===== src/hw/rtl/crf_pkg.sv =====
// Shared types, widths and codes for the checkpoint ring FIFO.
package crf_pkg;

  localparam int unsigned DEPTH      = 8 * 1024;
  localparam int unsigned ENTRY_BITS = 64;
  localparam int unsigned PTR_W      = $clog2(DEPTH);
  localparam int unsigned DATA_W     = 64;
  localparam int unsigned RES_W      = 14;
  localparam int unsigned LVL_W      = 13;
  localparam int unsigned OCC_W      = 13;
  localparam int unsigned FREE_W     = 14;
  localparam int unsigned CMP_W      = (PTR_W + 1 > RES_W) ? PTR_W + 1 : RES_W;
  localparam int unsigned CFG_W      = 14;

  localparam logic [RES_W-1:0] RESERVE_RST = RES_W'(100);
  localparam logic [LVL_W-1:0] LEVEL_RST   = LVL_W'(10);
  localparam logic [RES_W-1:0] RESERVE_MIN = RES_W'(2);

  typedef enum logic [2:0] {
    CMD_PUSH  = 3'd0,
    CMD_POP   = 3'd1,
    CMD_SAVE  = 3'd2,
    CMD_REWIND = 3'd3,
    CMD_ARM   = 3'd4
  } cmd_e;

  typedef enum logic [1:0] {
    STAT_OK       = 2'd0,
    STAT_NO_SPACE = 2'd1,
    STAT_EMPTY    = 2'd2,
    STAT_MISUSE   = 2'd3
  } status_e;

  // Bit positions of the wake-up conditions, same as the wait_kind codes
  localparam int unsigned WK_NOT_EMPTY = 0;
  localparam int unsigned WK_EMPTY     = 1;
  localparam int unsigned WK_ALMOST    = 2;
  localparam int unsigned WK_SPACE     = 3;

  typedef enum logic [0:0] {
    CFG_SPACE_RESERVE = 1'b0,
    CFG_ALMOST_LEVEL  = 1'b1
  } cfg_reg_e;

  typedef enum logic {
    ST_IDLE,
    ST_RESP
  } state_e;

  typedef struct packed {
    logic [PTR_W-1:0] wp;
    logic [PTR_W-1:0] rp;
    logic [PTR_W-1:0] saved_rp;
    logic             saved_on;
  } crf_ptrs_t;

  typedef struct packed {
    logic [PTR_W-1:0] occ;
    logic [PTR_W:0]   free;
    logic             push_ok;
    logic [3:0]       conds;
  } crf_view_t;

endpackage


===== src/hw/rtl/crf_cond.sv =====
// Occupancy, free space, push threshold and wake-up conditions from the pointers.
module crf_cond (
  input  crf_pkg::crf_ptrs_t         ptrs_i,
  input  logic [crf_pkg::RES_W-1:0]  reserve_i,
  input  logic [crf_pkg::LVL_W-1:0]  level_i,
  output crf_pkg::crf_view_t         view_o
);
  import crf_pkg::*;

  logic [PTR_W-1:0] limit;
  logic [PTR_W-1:0] gap;
  logic [RES_W-1:0] need;

  always_comb begin
    limit = ptrs_i.saved_on ? ptrs_i.saved_rp : ptrs_i.rp;
    view_o.occ = ptrs_i.wp - ptrs_i.rp;
    // equal pointers mean the whole ring is free
    gap = limit - ptrs_i.wp - PTR_W'(1);
    view_o.free = {1'b0, gap} + (PTR_W + 1)'(1);
    need = (reserve_i < RESERVE_MIN) ? RESERVE_MIN : reserve_i;
    view_o.push_ok = CMP_W'(view_o.free) >= CMP_W'(need);
    view_o.conds = '0;
    view_o.conds[WK_NOT_EMPTY] = view_o.occ != '0;
    view_o.conds[WK_EMPTY]     = (view_o.occ == '0) && !ptrs_i.saved_on;
    view_o.conds[WK_ALMOST]    = (CMP_W'(view_o.occ) <= CMP_W'(level_i))
                                 && !ptrs_i.saved_on;
    view_o.conds[WK_SPACE]     = view_o.push_ok;
  end

endmodule


===== config.mk =====
export PLATFORM = sky130hd
export DESIGN_NAME = crf_cond
export DESIGN_NICKNAME = d
export VERILOG_FILES = /design/src/hw/rtl/crf_pkg.sv /design/src/hw/rtl/crf_cond.sv
export SDC_FILE = /design/constraint.sdc
export NUM_CORES = 1
export LEC_CHECK = 0
export BUFFER_PORTS_ARGS = -buffer_cell sky130_fd_sc_hd__buf_2
export CAP_MARGIN = 15
export CORE_ASPECT_RATIO = 0.8
export CORE_MARGIN = 10
export CORE_UTILIZATION = 50
export DETAILED_ROUTE_END_ITERATION = 16
export PLACE_DENSITY = 0.87
export SLEW_MARGIN = 30
export SYNTH_ARGS = -nofsm -noshare
export SYNTH_HDL_FRONTEND = slang
export SYNTH_SLANG_ARGS = --single-unit

===== constraint.sdc =====
create_clock -name vclk -period 12.5
set_input_delay 3.75 -clock vclk [all_inputs]
set_output_delay 3.75 -clock vclk [all_outputs]
set_load 0.005 [all_outputs]

# --- Word level (Yosys, flattened, before mapping) ---
# Cells that the tools add are included.
totals:
  output_inout_bits: 32
  regBits: 0
  inputBits: 67
op_classes:
  add_sub_neg: 4
  n_reduce_logical: 5
  n_mux: 2
  order_cmp: 3
op_table:
  columns: ["op", "count"]
  rows:
  - ["$sub A13 B13 Y13", 2]
  - ["$add A13 B1 Y14 const B", 1]
  - ["$ge A14 B14 Y1", 1]
  - ["$lt A14 B2 Y1 const B", 1]
  - ["$mux W14", 1]
  - ["$le A13 B13 Y1", 1]
  - ["$logic_not A13 Y1", 1]
  - ["$mux W13", 1]
  - ["$reduce_bool A13 Y1", 1]
  - ["$sub A13 B1 Y13 const B", 1]
  - ["$logic_and A1 B1 Y1", 2]
  - ["$logic_not A1 Y1", 1]

# --- Longest topological paths before layout ---
depth:
  word_depth: 5
  ltp_mapped: 20
  depth_no_buf: 18

# --- Worst setup path after synthesis ---
# Ideal clock, no wire load.
synth_timing:
  path_kind: "input port to output port"
  startpoint: "input port ptrs_i[0] (netlist bit)"
  endpoint: "output port view_o[4] (netlist bit)"
  cell_stages: 19
  arrival_time_ps: 7473
  required_ps: 8750
  slack_ps: 1277
  path_buffers: 3
  path_cell_list: "clkbuf_1 -> clkbuf_1 -> o21ai_0 -> ha_1 -> o21ai_0 -> or4b_2 -> nand4_1 -> and3_1 -> nand3_1 -> xnor2_1 -> ha_1 -> a21o_1 -> a21o_1 -> a21oi_1 -> o21ai_0 -> a21o_1 -> a21oi_1 -> o21ai_0 -> buf_4"
synth_lines:
  columns: ["element", "line_no", "source"]
  rows:
  - ["start: declaration", "crf_cond.sv:3", "input crf_pkg::crf_ptrs_t ptrs_i,"]
  - ["end: declaration", "crf_cond.sv:6", "output crf_pkg::crf_view_t view_o"]

==> results.md <==
- Status: completed
- Pleak: roughly 1.6 nW
- Layout cell share with drive strength beyond 1: approximately 24%
- Commonest non-fill, non-tap cells in the layout: buf_2 (99), inv_1 (64), ha_1 (53)
- Die X: 95.2 µm
- Final Hold Fails: 0
- FF/Latch Area: 0 µm²
- # clk buffers: 0
- Critical path class: input port to output pin
- Die ar.: around 0.0076 mm²
- Post-CTS setup buffer count: 0
- Via Count: 2559
- Core ar.: 0.00428 mm²
- WL per Instance: 13.4 µm
- Post-DR vias/cell: 5.30
- Largest net degree at the start of global routing: 27
- Crit path required time: 8750 ps
- Cells after Synth: 331
- Seq/Total Area, Yosys: 0%
- Setup TNS: 0 ps
- Most common cell after layout, fill and taps aside: buf_2
- GR Overflow Total: 0
- Tcrit/Tclk final: 91.0%
- Final WL: about 6500 µm
- Worst Setup End Kind: output pin
- Crit-path max FO: 26
- Top-area cell type share of the netlist area: 29.3%
- Num ports: 99
- PD cells: 68.5 mW/mm²
- Final Max Slew Viols: 0
- First-pass GRT wire length: between 10000 and 15000 µm
- Worst vdd ir: approximately 0.027 mV
- Top post-synthesis cells by area: ha_1 (29%), inv_1 (11%), xnor2_1 (8.9%), o21ai_0 (4.6%), xor2_1 (4.3%)
- Pre-CTS setup slack: 1180 ps
- Initial antenna violation count: 0
- Number of library cell types mapped by synthesis: between 40 and 50
- Crit path from: ptrs_i[0]
- Area Overhead vs Synth: 24.2%
- Total GRT Usage: 16.4%
- WP data arrival: approximately 7600 ps
- Post-DP HPWL: 5980 µm
- Initial core utilization: 52.8%
- Yosys warning count: 0
- Slew @ Worst Pin: slightly below 800 ps
- Post-synthesis cell area: 0.00226 mm²
- Final antenna diode count: 0
- Worst slew margin: 47.0%
- Number of global-route vias before repair: 2679
- RSZ-0062 raised after global routing: no
- Final worst setup slack: 1130 ps
- Post-Syn Nets: 453
- Endpoints failing setup: 0
- Max-cap violation count: 0
- Iter 0 DRT Violations: 98
- Post-synth top area cell: ha_1
- Hold Path Class: input port to output pin
- # port buffers: 99
- Routed Antenna Nets: 0
- Total Nets Final: 550
- CP Launch Type: input port
- Tmin final: 11370 ps
- Synth Area per Inst: between 6 and 7 µm²
- Post-CTS sizing: 0
- Seq_cells: 0
- Max Clk Rate: 87.9 MHz
- Power, Total: 0.192 mW
- Chip height: ~80 µm
- DRC: 0
- Cts hold-fix bufs: 0
- Setup crit end: view_o[3]
- FP Rows: 21
- Drt first pass iters: 4
- Routability cong.: 0.928
[cell families (layout without fill, tap and decap cells)]
family	count (synthesis)	count (layout)	synth area share (%)
AO/OA/AOI/OAI	75	75	21.3
XOR/XNOR	34	34	13.2
adder cells (fa/ha/maj)	55	55	31.1
buffers and inverters	68	163	11.5
multiplexers	2	2	0.941
AND/OR/NAND/NOR	97	97	22.1
[layer usage]
metal | wire length, µm | track usage [%]
met1 | 2820 | 19.0
met2 | 3350 | 32.4
met3 | 287 | 1.95
met4 | 20 | 0.746
met5 | 0 | 0
[power by group]
| group | internal, mW | leakage [nW] | switching (mW) |
|---|---|---|---|
| clock network | 0 | 0 | 0 |
| registers | 0 | 0 | 0 |
| logic | 0.0889 | 1.60 | 0.104 |
| total | 0.0889 | 1.60 | 0.104 |
[critical path, cell delays in order]
cell	delay, ps
buf_2	330
mux2_2	230
ha_1	150
inv_1	50
fa_1	390
nand2b_1	170
a211oi_1	280
a211oi_1	100
xnor2_1	280
nand3_1	200
xnor2_1	180
ha_1	330
a21o_1	190
a21o_1	170
a21oi_1	140
o21ai_0	110
a21o_1	190
a21oi_1	130
o21ai_0	100
buf_2	150
[cell usage after synthesis, types with 2 or more instances]
cell,number
or3_1,4
nand2b_1,2
ha_1,53
clkbuf_1,3
a21oi_1,19
fa_1,2
nand2_1,25
nor2b_1,4
o21bai_1,3
xnor2_1,23
and3_1,3
inv_1,64
o21a_1,2
nor2_1,20
o31ai_1,4
xor2_1,11
nand3_1,6
a41oi_1,2
nand4_1,8
nor4_1,5
nor3_1,9
and2_1,2
o211ai_1,2
or2b_1,2
o21ai_0,21
a21o_1,7
a211oi_1,6
[area by class of cell]
class,instances,area [µm²]
fillers,384,1470
inverters,64,240
well taps,57,71.3
repair buffers,99,495
multi-input cells,263,2000
[per-stage QoR]
stage,cell area (µm²),instances,util [%],hold WS (ps)
finish,2810,483,65.6,7950
global placement,2810,483,65.6,7940
floorplan,2260,331,-,7680
global route,2810,483,65.6,7990
detailed placement,2810,483,65.6,7950
CTS,2810,483,65.6,7950
[worst min path at each step]
stage / cells past startpoint / slack [ps] / end / from
2_1_floorplan: 2 / 7680 / view_o[19] / ptrs_i[14]
3_3_place_gp: 4 / 7940 / view_o[19] / ptrs_i[14]
3_5_place_dp: 4 / 7950 / view_o[19] / ptrs_i[14]
4_1_cts: 4 / 7950 / view_o[19] / ptrs_i[14]
5_1_grt: 4 / 7990 / view_o[19] / ptrs_i[14]
6_report: 4 / 7950 / view_o[19] / ptrs_i[14]
(Power assumes the default switching activity.)
