## config.mk

```make
export PLATFORM = sky130hd
export DESIGN_NAME = crf_ram
export DESIGN_NICKNAME = d
export VERILOG_FILES = /design/src/hw/rtl/crf_ram.sv
export SDC_FILE = /design/constraint.sdc
export NUM_CORES = 1
export LEC_CHECK = 0
export ABC_AREA = 1
export BUFFER_PORTS_ARGS = -buffer_cell sky130_fd_sc_hd__clkbuf_2
export CORE_MARGIN = 2
export CORE_UTILIZATION = 50
export CTS_CLUSTER_SIZE = 30
export DETAILED_ROUTE_END_ITERATION = 10
export GPL_TIMING_DRIVEN = 1
export PLACE_DENSITY = 0.79
export REMOVE_ABC_BUFFERS = 1
export SLEW_MARGIN = 20
export SYNTH_ARGS = -nofsm -noshare
export SYNTH_HDL_FRONTEND = slang
export SYNTH_SLANG_ARGS = --single-unit
```

## constraint.sdc

```tcl
create_clock -name clk_i -period 3.2 [get_ports clk_i]
set_input_delay 0.64 -clock clk_i [delete_from_list [all_inputs] [get_ports clk_i]]
set_output_delay 0.64 -clock clk_i [all_outputs]
set_load 0.03 [all_outputs]
```

## src/hw/rtl/crf_ram.sv

```systemverilog
// Single-port-write, single-port-read RAM with registered read data.
module crf_ram #(
  parameter int unsigned DEPTH_P = 16,
  parameter int unsigned WIDTH_P = 8
) (
  input  logic                       clk_i,
  input  logic                       we_i,
  input  logic [$clog2(DEPTH_P)-1:0] waddr_i,
  input  logic [WIDTH_P-1:0]         wdata_i,
  input  logic                       re_i,
  input  logic [$clog2(DEPTH_P)-1:0] raddr_i,
  output logic [WIDTH_P-1:0]         rdata_o
);

  logic [WIDTH_P-1:0] mem [DEPTH_P];
  logic [WIDTH_P-1:0] rdata_q;

  always_ff @(posedge clk_i) begin
    if (we_i) begin
      mem[waddr_i] <= wdata_i;
    end
  end

  always_ff @(posedge clk_i) begin
    if (re_i) begin
      rdata_q <= mem[raddr_i];
    end
  end

  assign rdata_o = rdata_q;

endmodule

```

After elaboration in Yosys (flattened, before gate mapping)

Memories as Yosys holds them, arrays and structs flattened. A register that Yosys moved wholly into a read port is not among the register bits.
Index checks and enable logic that the tools add are counted.

Bits in registers: 0
Memory bits (writable): 128
Input port bits: 19
Output and inout port bits: 8
Memories kept: 1

Muxes and demuxes: 2

Memory list:

| memory | depth | bits a word | rd ports | clocked after memory_dff | write ports | RTL line | source |
|---|---|---|---|---|---|---|---|
| mem    | 16    | 8           | 1        | 1                        | 1           | 15       | `logic [WIDTH_P-1:0] mem [DEPTH_P];` |

Operator list:

| kind             | number |
|---|---|
| 2-to-1 mux 1 bit | 2 |

Depth between registers and ports, before layout

Gate-level depths: netlist of run 1.

Word-level depth: 2
Depth in mapped cells: 8
Mapped depth without buffers: 7

Least setup slack after synthesis of run 1

OpenSTA, ideal clock, no wires.

Path kind: input to register
Start: input port waddr_i[2]
End: memory mem[10][0], enable pin
Arrival: 1.221 ns
Required time: 2.830 ns
Slack: 1.609 ns
Stages: 2
Path buffers: 0
Cell sequence: nand3b_1 nor2_1

RTL lines:

| element     | RTL line | source |
|---|---|---|
| from (decl) | 8        | `input logic [$clog2(DEPTH_P)-1:0] waddr_i,` |
| to (decl)   | 15       |  |

No word-level cell before the write port.

==> impl_metrics.json, run 1 <==
{
  "status": "complete, no violations",
  "dr.first_iter.drc_count": 473,
  "area_growth_pct": 12.95,
  "rrSetupSlack_ns": 1.98,
  "stdcell_area_um2": 6604,
  "r2r-end": "rdata_o[6]$_DFFE_PP_",
  "final_nets": 595,
  "rows": 39,
  "synth-compound-area-share_pct": 0,
  "start_kind": "input pin",
  "vias": 3873,
  "seq_area_frac_synth_pct": 69.85,
  "yosys.area_share.xor_xnor_pct": 0,
  "required_ns": 3.37,
  "final_util_pct": 57.83,
  "endpoint": "rdata_o[6]$_DFFE_PP_",
  "holdCritPathClass": "input pin to flop",
  "n_antenna_cell": 0,
  "rsz0062_at_grt": "no",
  "synth_cell_types": 11,
  "core_um2": 11420,
  "p_leak_nw": 2.817,
  "synth.avg_cell_area_um2": 10.61,
  "die-area_um2": 12570,
  "drc": 0,
  "dpl.cell_count": 700,
  "antenna_found_initial": 0,
  "root_buffer": "clkbuf_16",
  "setup_tns_ns": 0,
  "crit_type": "input pin to flop",
  "drive_above_1_share_pct": 10.03,
  "finalCritPeriodShare_pct": 60.68,
  "wirelength_mm": 12.73,
  "post_cts_resized": 0,
  "yosys.area_share.simple_pct": 20.76,
  "postRouteAntennaNets": 0,
  "viasPerCell": 5.298,
  "grt_pass1_vias": 3808,
  "finalWorstSetupSlack_ns": 1.258,
  "end_kind": "flop",
  "drv_cap": 0,
  "path_clk_slew_ns": 0.06,
  "slew_violations": 0,
  "peakVddDrop_uv": 387.8,
  "dp_hpwl_mm": 7.499,
  "worst_ep_arrival_time_ns": 2.11,
  "pre_cts_slack_ns": 0.8876,
  "fin_crit_ns": 1.942,
  "hold_ws_ns": 0.6138,
  "netlist_area_um2": 5847,
  "syn_inst": 551,
  "crit_chain": "clkbuf_2 -> inv_2 -> buf_4 -> nand2_1 -> nand3_1 -> nand3_1 -> nand3_1 -> nand2_1",
  "cts_tree": "yes",
  "report.power.total_mw": 4.186,
  "cts_max_path_buffers": 2,
  "max_slew_margin_pct": 43.97,
  "hold_buffers": 0,
  "cts.sinks": 136,
  "grt_overflow_total": 0,
  "synth_fa_ha_area_share_pct": 0,
  "clock_latency_ns": 0.41,
  "grt.total_usage_pct": 21.41,
  "floorplan.die.height_um": 112.1,
  "hold_violations": 0,
  "synth-seq-cells": 136,
  "post-cts-setup-buffer-count": 0,
  "synthMuxAreaShare_pct": 0,
  "port_buffers": 26,
  "slowest_delay_ns": 0.47,
  "reg2reg_depth": 6,
  "numCtsBuffers": 17,
  "fmax_mhz": 515.0,
  "slowest_stage": "inv_2",
  "synth_top_family_by_area": "simple AND/OR/NAND/NOR gates",
  "r2r-start": "mem[13][6]$_DFFE_PP_",
  "drt-wirelength-per-cell_um": 17.41,
  "h-tree-depth": 4,
  "instances_no_fill": 731,
  "setup_viol": 0,
  "worstMarginPinSlew_ns": 0.8373,
  "grt_pass1_wl_mm": 20.27,
  "die_w_um": 112.1,
  "startpoint": "raddr_i[0]",
  "grt_max_degree": 65,
  "yosysWarnings": 0,
  "gp_congestion": 0.8256,
  "crit_top_cell": "nand3_1",
  "clock_skew_ns": 0.006533,
  "ios": 27,
  "p_per_area_nw_per_um2": 633.9,
  "cp_max_fo": 35,
  "start_util_pct": 51.21,
  "dpl_cell_area_um2": 6020,
  "drtPass1Iterations": 5
}
==> worst min-delay path by stage <==
stage,end,startpoint,cells past startpoint,slack (ns)
detailed placement,rdata_o[3]$_DFFE_PP_,mem[2][3]$_DFFE_PP_,6,0.72
finish,rdata_o[6]$_DFFE_PP_,re_i,1,0.61
global route,rdata_o[2]$_DFFE_PP_,re_i,1,0.63
CTS,rdata_o[6]$_DFFE_PP_,re_i,1,0.60
floorplan,rdata_o[0]$_DFFE_PP_,mem[10][0]$_DFFE_PP_,6,0.68
global placement,rdata_o[3]$_DFFE_PP_,mem[2][3]$_DFFE_PP_,6,0.73
==> state kept, by name, summed over array words and instances, names as in the netlist <==
| name | count |
|---|---|
| mem | 128 |
| rdata_o | 8 |
==> cell type report <==
type	count	area [µm²]
fillers	926	4815
repair buffers	30	160.2
flip-flops and latches	136	4084
inverters	102	382.9
clock inverters	14	158.9
multi-input cells	289	1214
well taps	143	178.9
clock buffers	17	425.4
==> metal layers <==
layer / GRT usage (%) / part of all wire (%) / routed length (µm)
met4: 8.455 / 2.0 / 249
met3: 5.562 / 7.6 / 962
met5: 0 / 0 / 0
met2: 31.93 / 47 / 5982
met1: 30.50 / 43 / 5535
==> power by group <==
part / switching (mW) / internal, mW
sequential: 0.0112 / 2.01
clock: 0.711 / 1.21
combinational: 0.186 / 0.0623
==> kinds of logic after synthesis <==
logic type | Yosys count
AND/OR/NAND/NOR | 289
flip-flops | 136
buffers and inverters | 126
==> critical path: cells and delay by family <==
kind	cells	cell delay, ns
simple gates	5	0.54
buf+inv	3	0.89
==> Yosys cell counts <==
master / number / area (µm²)
buf_1: 1 / 3.750
inv_1: 100 / 375.4
edfxtp_1: 136 / 4084
nand2_1: 173 / 649.4
nand3_1: 97 / 485.5
buf_4: 4 / 30.03
buf_6: 6 / 67.56
nand3b_1: 2 / 15.01
inv_2: 2 / 7.510
nor2_1: 17 / 63.81
buf_2: 13 / 65.06
==> cell usage in the layout (no fill, tap or decap), drive strengths merged <==
cell type  count
nand2        173
edfxtp       136
inv          102
nand3         97
clkbuf        43
nor2          17
clkinvlp       6
clkinv         5
buf            4
bufinv         3
nand3b         2
No activity file was read; power rests on OpenSTA's default activity.
==> inputs of run 2 (changes only) <==
Settings changed: PLACE_DENSITY 0.79 to 0.82.
Clock period 3.2 ns to 1.7 ns, I/O delays scaled along.
==> impl_metrics.json, run 2 (synthesized netlist as in run 1, its figures left out) <==
{
  "hold_buffers": 0,
  "finalWorstSetupSlack_ns": 0.3742,
  "final_nets": 613,
  "h-tree-depth": 4,
  "slowest_stage": "edfxtp_1",
  "fin_crit_ns": 1.326,
  "hold_ws_ns": 0.3225,
  "path_clk_slew_ns": 0.06,
  "multi_input_area_um2": 1214,
  "grt_overflow_total": 0,
  "reg2reg_depth": 6,
  "required_ns": 1.36,
  "clkPwrFrac_pct": 46.7,
  "end_kind": "output pin",
  "worstHoldPathCells": 1,
  "met3_usage_pct": 5.130,
  "wirelength_mm": 13.81,
  "holdCritPathClass": "input pin to flop",
  "dpl.cell_count": 718,
  "drive_above_1_share_pct": 13.04,
  "hold_violations": 0,
  "grt_pass1_wl_mm": 21.53,
  "drtPass1Iterations": 7,
  "cp_max_fo": 1,
  "start_kind": "flop",
  "p_int_mw": 6.345,
  "grt_util_met2_pct": 36.87,
  "grt_max_degree": 65,
  "root_buffer": "clkbuf_16",
  "grt_use_met1_pct": 29.87,
  "fillers": 890,
  "cts.sinks": 136,
  "seq_power_share_pct": 47.1,
  "p_per_area_nw_per_um2": 1187,
  "area_growth_pct": 16.31,
  "dr.first_iter.drc_count": 493,
  "slew_violations": 0,
  "worstMarginPinSlew_ns": 0.6251,
  "drt-wirelength-per-cell_um": 18.44,
  "rrSetupSlack_ns": 0.45,
  "dpl_cell_area_um2": 6192,
  "die_w_um": 112.1,
  "numCtsBuffers": 17,
  "cts_max_path_buffers": 2,
  "cts_tree": "yes",
  "postRouteAntennaNets": 0,
  "clock_latency_ns": 0.41,
  "rows": 39,
  "grt_busiest_layer": "met2",
  "largest_reg_flops": 128,
  "viasPerCell": 5.535,
  "drc": 0,
  "p_switching_mw": 1.727,
  "peakVddDrop_uv": 654.4,
  "grt.total_usage_pct": 22.81,
  "pre_cts_slack_ns": 0.1063,
  "crit_type": "flop to output pin",
  "cp_top_family": "flip-flops",
  "p_sw_share_pct": 21.40,
  "post-cts-setup-buffer-count": 0,
  "p_leak_nw": 2.954,
  "comb_power_share_pct": 6.3,
  "grt_pass1_vias": 3998,
  "dp_hpwl_mm": 7.977,
  "vias": 4146,
  "drv_cap": 0,
  "die-area_um2": 12570,
  "fmax_mhz": 754.3,
  "stdcell_area_um2": 6800,
  "antenna_found_initial": 0,
  "worst_ep_arrival_time_ns": 0.99,
  "slowest_delay_ns": 0.38,
  "status": "complete, no violations",
  "instances_no_fill": 749,
  "n_antenna_cell": 0,
  "setup_tns_ns": 0,
  "regArea_um2": 4084,
  "clock_skew_ns": 0.005765,
  "final_util_pct": 59.56,
  "max_slew_margin_pct": 58.27,
  "start_util_pct": 51.21,
  "crit_chain": "clkbuf_2",
  "cp_num_cells": 1,
  "finalCritPeriodShare_pct": 77.99,
  "port_buffers": 26,
  "core_um2": 11420,
  "report.power.total_mw": 8.072,
  "post_cts_resized": 0,
  "gp_congestion": 0.8840,
  "setup_viol": 0,
  "final_common_cell": "nand2_1",
  "rsz0062_at_grt": "no",
  "layout_common_cells": "nand2_1 (173), edfxtp_1 (136), inv_1 (100)",
  "cp_num_buf_inv": 1,
  "ios": 27,
  "regMostFlops": "mem",
  "floorplan.die.height_um": 112.1
}
-- run 2: cell types whose count changed in the layout (fill, tap and decap cells not counted), sizes merged --
cell and delta:
clkinvlp -3, clkinv +2, buf +18, bufinv +1
-- run 2: final cells by class --
type,instances,area share (%)
flip-flops and latches,136,60.06
clock buffers,17,6.256
inverters,102,5.630
multi-input cells,289,17.85
repair buffers,48,4.894
well taps,143,2.631
clock inverters,14,2.686
-- run 2: per-layer routing --
layer / share of wire [%] / up-vias
met5: 0 / -
met4: 2.6 / 0
met3: 11 / 37
met2: 49 / 290
met1: 38 / 1952
li1: - / 1867
-- run 2: power by group through the flow --
| stage | sequential [mW] | combinational [mW] | clock [mW] |
|---|---|---|---|
| floorplan | 3.90 | 0.203 | 0 |
| global placement | 3.87 | 0.468 | 0 |
| detailed placement | 3.87 | 0.483 | 0 |
| CTS | 3.80 | 0.497 | 3.78 |
| global route | 3.81 | 0.549 | 3.92 |
| finish | 3.80 | 0.505 | 3.77 |
-- run 2: worst paths after layout --
kind                          endpoint            startpoint
hold / removal    rdata_o[6]$_DFFE_PP_                  re_i
setup reg to reg  rdata_o[6]$_DFFE_PP_   mem[5][6]$_DFFE_PP_
setup / recovery            rdata_o[0]  rdata_o[0]$_DFFE_PP_
hold reg to reg   rdata_o[2]$_DFFE_PP_  mem[10][2]$_DFFE_PP_
